--- config.mk ---
export PLATFORM = sky130hd
export DESIGN_NAME = fpa_front
export DESIGN_NICKNAME = d
export VERILOG_FILES = /design/src/rtl/core/fpa_pkg.sv /design/src/rtl/core/fpa_front.sv
export SDC_FILE = /design/constraint.sdc
export NUM_CORES = 2
export LEC_CHECK = 0
export BUFFER_PORTS_ARGS = -buffer_cell sky130_fd_sc_hd__buf_4
export CORE_MARGIN = 2
export CORE_UTILIZATION = 40
export CTS_BUF_LIST = sky130_fd_sc_hd__clkbuf_2 sky130_fd_sc_hd__clkbuf_4 sky130_fd_sc_hd__clkbuf_8
export CTS_CLUSTER_DIAMETER = 150
export CTS_CLUSTER_SIZE = 20
export DETAILED_ROUTE_END_ITERATION = 10
export PLACE_DENSITY_LB_ADDON = 0.15
export REMOVE_ABC_BUFFERS = 1
export SETUP_SLACK_MARGIN = 0.05
export SLEW_MARGIN = 10
export SYNTH_ARGS = -nofsm -noshare
export SYNTH_HDL_FRONTEND = slang
export SYNTH_SLANG_ARGS = --single-unit
--- constraint.sdc ---
create_clock -name clk -period 7.79 [get_ports clk]
set_input_delay 0 -clock clk [delete_from_list [all_inputs] [get_ports clk]]
set_output_delay 0 -clock clk [all_outputs]
set_load 0.1 [all_outputs]
--- src/rtl/core/fpa_pkg.sv ---
`default_nettype none
package fpa_pkg;

  // operation selector codes
  typedef enum logic [3:0] {
    KIND_ADD      = 4'd0,
    KIND_SUB      = 4'd1,
    KIND_MUL      = 4'd2,
    KIND_DIV      = 4'd3,
    KIND_INC      = 4'd4,
    KIND_DEC      = 4'd5,
    KIND_MIN      = 4'd6,
    KIND_MAX      = 4'd7,
    KIND_FROM_INT = 4'd8,
    KIND_TO_INT   = 4'd9
  } kind_t;

  localparam int unsigned DATA_W = 32;

  // per-beat sideband that runs beside the divider
  typedef struct packed {
    logic [DATA_W-1:0] res;
    logic              is_div;
    logic              neg;
    logic              dz;
    logic              is_less;
    logic              is_equal;
    logic              is_greater;
  } side_t;

endpackage
`default_nettype wire

--- src/rtl/core/fpa_front.sv ---
`default_nettype none
module fpa_front #(
  parameter int unsigned FRAC_BITS = 8
) (
  input  wire logic        clk,
  input  wire logic        en,
  input  wire logic [3:0]  kind,
  input  wire logic [31:0] operand_a,
  input  wire logic [31:0] operand_b,
  output fpa_pkg::side_t   side
);

  logic [3:0]         kind_q;
  logic signed [31:0] a_q;
  logic signed [31:0] b_q;
  logic signed [63:0] prod_q;
  logic signed [63:0] prod_sh;
  fpa_pkg::side_t     side_next;

  // stage one: operands and the full signed product
  always_ff @(posedge clk) begin
    if (en) begin
      kind_q <= kind;
      a_q    <= operand_a;
      b_q    <= operand_b;
      prod_q <= 64'($signed(operand_a)) * 64'($signed(operand_b));
    end
  end

  assign prod_sh = prod_q >>> FRAC_BITS;

  // stage two: every result but the quotient
  always_comb begin
    side_next            = '0;
    side_next.is_less    = a_q < b_q;
    side_next.is_equal   = a_q == b_q;
    side_next.is_greater = a_q > b_q;
    side_next.neg        = a_q[31] ^ b_q[31];
    case (kind_q)
      fpa_pkg::KIND_ADD:      side_next.res = a_q + b_q;
      fpa_pkg::KIND_SUB:      side_next.res = a_q - b_q;
      fpa_pkg::KIND_MUL:      side_next.res = prod_sh[31:0];
      fpa_pkg::KIND_DIV: begin
        side_next.is_div = 1'b1;
        side_next.dz     = b_q == 32'sd0;
      end
      fpa_pkg::KIND_INC:      side_next.res = a_q + 32'sd1;
      fpa_pkg::KIND_DEC:      side_next.res = a_q - 32'sd1;
      fpa_pkg::KIND_MIN:      side_next.res = (a_q < b_q) ? a_q : b_q;
      fpa_pkg::KIND_MAX:      side_next.res = (a_q > b_q) ? a_q : b_q;
      fpa_pkg::KIND_FROM_INT: side_next.res = a_q << FRAC_BITS;
      fpa_pkg::KIND_TO_INT:   side_next.res = a_q >>> FRAC_BITS;
      default:                side_next.res = '0;
    endcase
  end

  always_ff @(posedge clk) begin
    if (en) begin
      side <= side_next;
    end
  end

endmodule
`default_nettype wire

==> run metrics <==
Final Hold Vio Count=0; overall die area=roughly 83000 µm²; via count=~24000; Yosys reg bits=about 140; post-synthesis simple-gate area fraction=around 17%; final max-slew violation count=0; Area growth syn-to-layout=8.039%; Worst EP arrival=7.56 ns; Synth Flop Type=edfxtp_1; min Tclk post-route=approximately 7.3 ns; Die H=approximately 290 µm; combinational family with the most area after synthesis=adder cells; worst hold path class=primary input to flop; type of origin of the critical path=primary input; fraction of registers with async set/reset=0%; post-synth cell types=80; met3 routed WL=approximately 5400 µm; Max clock buf depth=2; I/O Buffers=around 110; CP Class=primary input to flop; IO Pins=roughly 110; Compound-Gate Fraction of Synth Area=7.630%; Die X=roughly 290 µm; clk sink count=138; largest net degree at the start of global routing=between 70 and 80; M1 wire length=around 47000 µm; global-route wire length before repair=between 150000 and 200000 µm; Met2 Wirelength=between 40000 and 50000 µm; post-DR vias/cell=5.251; Max Fclk=roughly 140 MHz; Setup crit end kind=flop; final wirelength=102100 µm; total global-route track usage=~26%; Detail Route Antenna Nets=0; DR WL/cell=approximately 22 µm; Layout Skew=approximately 0.032 ns; most frequent cells in the layout=inv_1 (703), fa_1 (644), and2_1 (423), nand2_1 (389), ha_1 (219); drt drc=0; fraction of the yosys area taken by sequential cells=12.78%; Worst EP required=between 8 and 9 ns; initial antenna violation count=3; std cell rows=approximately 100; detailed-placement wirelength estimate=a little under 80000 µm; post-synthesis adder-cell area fraction=48.19%; vias in the first global route=25370; fin nets=4427; YS warnings=0; multiplexer area fraction after synthesis=less than 1%; number of synthesized flops with an enable pin=138; Final Setup Violations=0; status=finished, final reports clean; Initial Utilization=between 40% and 50%; Top Layer Used=met4; Core ar.=around 80000 µm²; clock slew at reported path FFs=0.08 ns; setup bufs post-CTS=0; Max-Cap Viols=0; Pre-antenna DRT Iters=6; Filler cells=roughly 8000; setup_tns=0 ns; Final Cycle Share=approximately 94%; initial DRC count=1796; area of the mapped netlist=roughly 32000 µm²; gr ovfl total=0; Multi-input gate area=between 20000 and 30000 µm²; Cells after Synth=approximately 3400; routability cong.=0.9209; Root Driver=clkbuf_8; syn avg cell area=9.421 µm²; RSZ-0062 raised after global routing=no; fraction of synthesized cell area in xor and xnor cells=4.239%; worst skew pair latency=between 0.5 and 0.6 ns; CTS Buf Count=17; CP max FO=33; register area=roughly 4100 µm²; fraction of layout cells with a size suffix above 1=between 5 and 6%; TritonCTS clock tree=yes; commonest non-fill, non-tap cell in the layout=inv_1; worst rel slew slack=between 30 and 40%; H-tree depth=4; Tightest Pin Transition=approximately 1 ns
## logic make-up (layout without fill, tap and decap cells)
family                   after synthesis  count (layout)
XOR/XNOR                             157             157
AND/OR/NAND/NOR                     1048            1048
buffers and inverters                866             928
multiplexers                          12              12
adder cells (fa/ha/maj)              863             863
flip-flops                           138             138
AO/OA/AOI/OAI                        359             359
other                                  0               2
## synthesized netlist by cell type, drive strengths merged (3+ instances only)
master	count	share of area (%)
and3	16	0.33
nor2	71	0.87
and4	4	0.11
o21ai	90	1.4
fa	644	40
ha	219	8.4
and2	423	8.2
a21oi	74	1.2
o22ai	3	0.058
o211ai	10	0.23
a211o	5	0.14
a222oi	22	0.68
inv	703	8.1
a221oi	13	0.43
nand4	12	0.23
nand3	30	0.48
nor2b	21	0.41
nand2b	18	0.35
mux2	3	0.10
o21a	19	0.44
or3	9	0.17
a221o	12	0.37
or2	6	0.12
a22oi	13	0.30
a21o	33	0.76
o31ai	4	0.093
nand2	390	4.5
a31oi	11	0.21
edfxtp	138	13
nor4	8	0.19
a21boi	4	0.093
xnor2	119	3.2
mux2i	9	0.29
a211oi	10	0.25
o31a	3	0.081
clkbuf	154	1.8
o221ai	10	0.29
o21bai	5	0.12
xor2	38	1.0
buf	8	0.17
or4	3	0.093
nor3	33	0.52
o2111ai	3	0.081
## repair_timing
item                                    in CTS  in global routing
endpoints found under the setup margin       0                  0
endpoints found under the hold margin       62                  0
gates resized for setup                      0                  0
hold buffers                                48                  0
## sequential cells by signal, indices dropped and copies added (netlist names)
| register | cells |
|---|---|
| b_q | 32 |
| kind_q | 4 |
| a_q | 32 |
| prod_q | 32 |
| side | 38 |
## cell type report
type,count,share of cell area (%)
Antenna cell,2,0.01428
Sequential cell,138,11.83
Clock inverter,13,0.2392
Tap cell,1060,3.785
Clock buffer,17,0.6677
Timing Repair Buffer,194,4.509
Multi-Input combinational cell,2439,71.42
Inverter,704,7.541
## worst paths after layout
kind / startpoint / to / slack (ns) / cells after the start
setup / recovery: operand_b[2] / prod_q[39] / 0.46 / 26
hold / removal: operand_a[3] / a_q[3] / 0.06 / 1
setup reg to reg: b_q[1] / side[37] / 2.19 / 18
hold reg to reg: b_q[8] / side[14] / 0.72 / 2
## layer usage
layer	vias to the layer above	GRT usage, %
met5	-	0
met4	0	5.863
met3	100	2.504
met2	696	41.27
met1	12460	37.17
li1	10730	-
## worst max-delay path, cell delays in order
cell           delay (ns)
dlygate4sd3_1        0.53
buf_4                0.48
and2_1               0.24
fa_1                 0.41
fa_1                 0.49
inv_1                0.05
fa_1                 0.50
fa_1                 0.55
inv_1                0.05
fa_1                 0.50
inv_1                0.06
fa_1                 0.52
inv_1                0.04
fa_1                 0.50
fa_1                 0.41
ha_1                 0.37
a21oi_1              0.11
a211oi_1             0.27
nand2_1              0.11
a21oi_2              0.31
a221oi_2             0.10
buf_4                0.18
o31ai_1              0.35
nor4_1               0.08
nor3_1               0.23
xnor2_1              0.10
## per-stage QoR
stage | hold slack (ns) | worst slack (ns) | area [µm²] | utilization [%] | cells
4_1_cts | 0.009036 | 0.5185 | 35040 | 43.57 | 4565
3_3_place_gp | 0.1828 | 0.5292 | 34240 | 42.58 | 4487
5_1_grt | 0.03118 | 0.09595 | 35040 | 43.57 | 4566
6_report | 0.05805 | 0.4650 | 35040 | 43.58 | 4567
2_1_floorplan | 0.09887 | 1.303 | 31800 | - | 3281
3_5_place_dp | 0.1828 | 0.4874 | 34240 | 42.58 | 4487
Power is not shown: default switching activity piles up to over one toggle a cycle in this logic, so the estimate is an artifact.
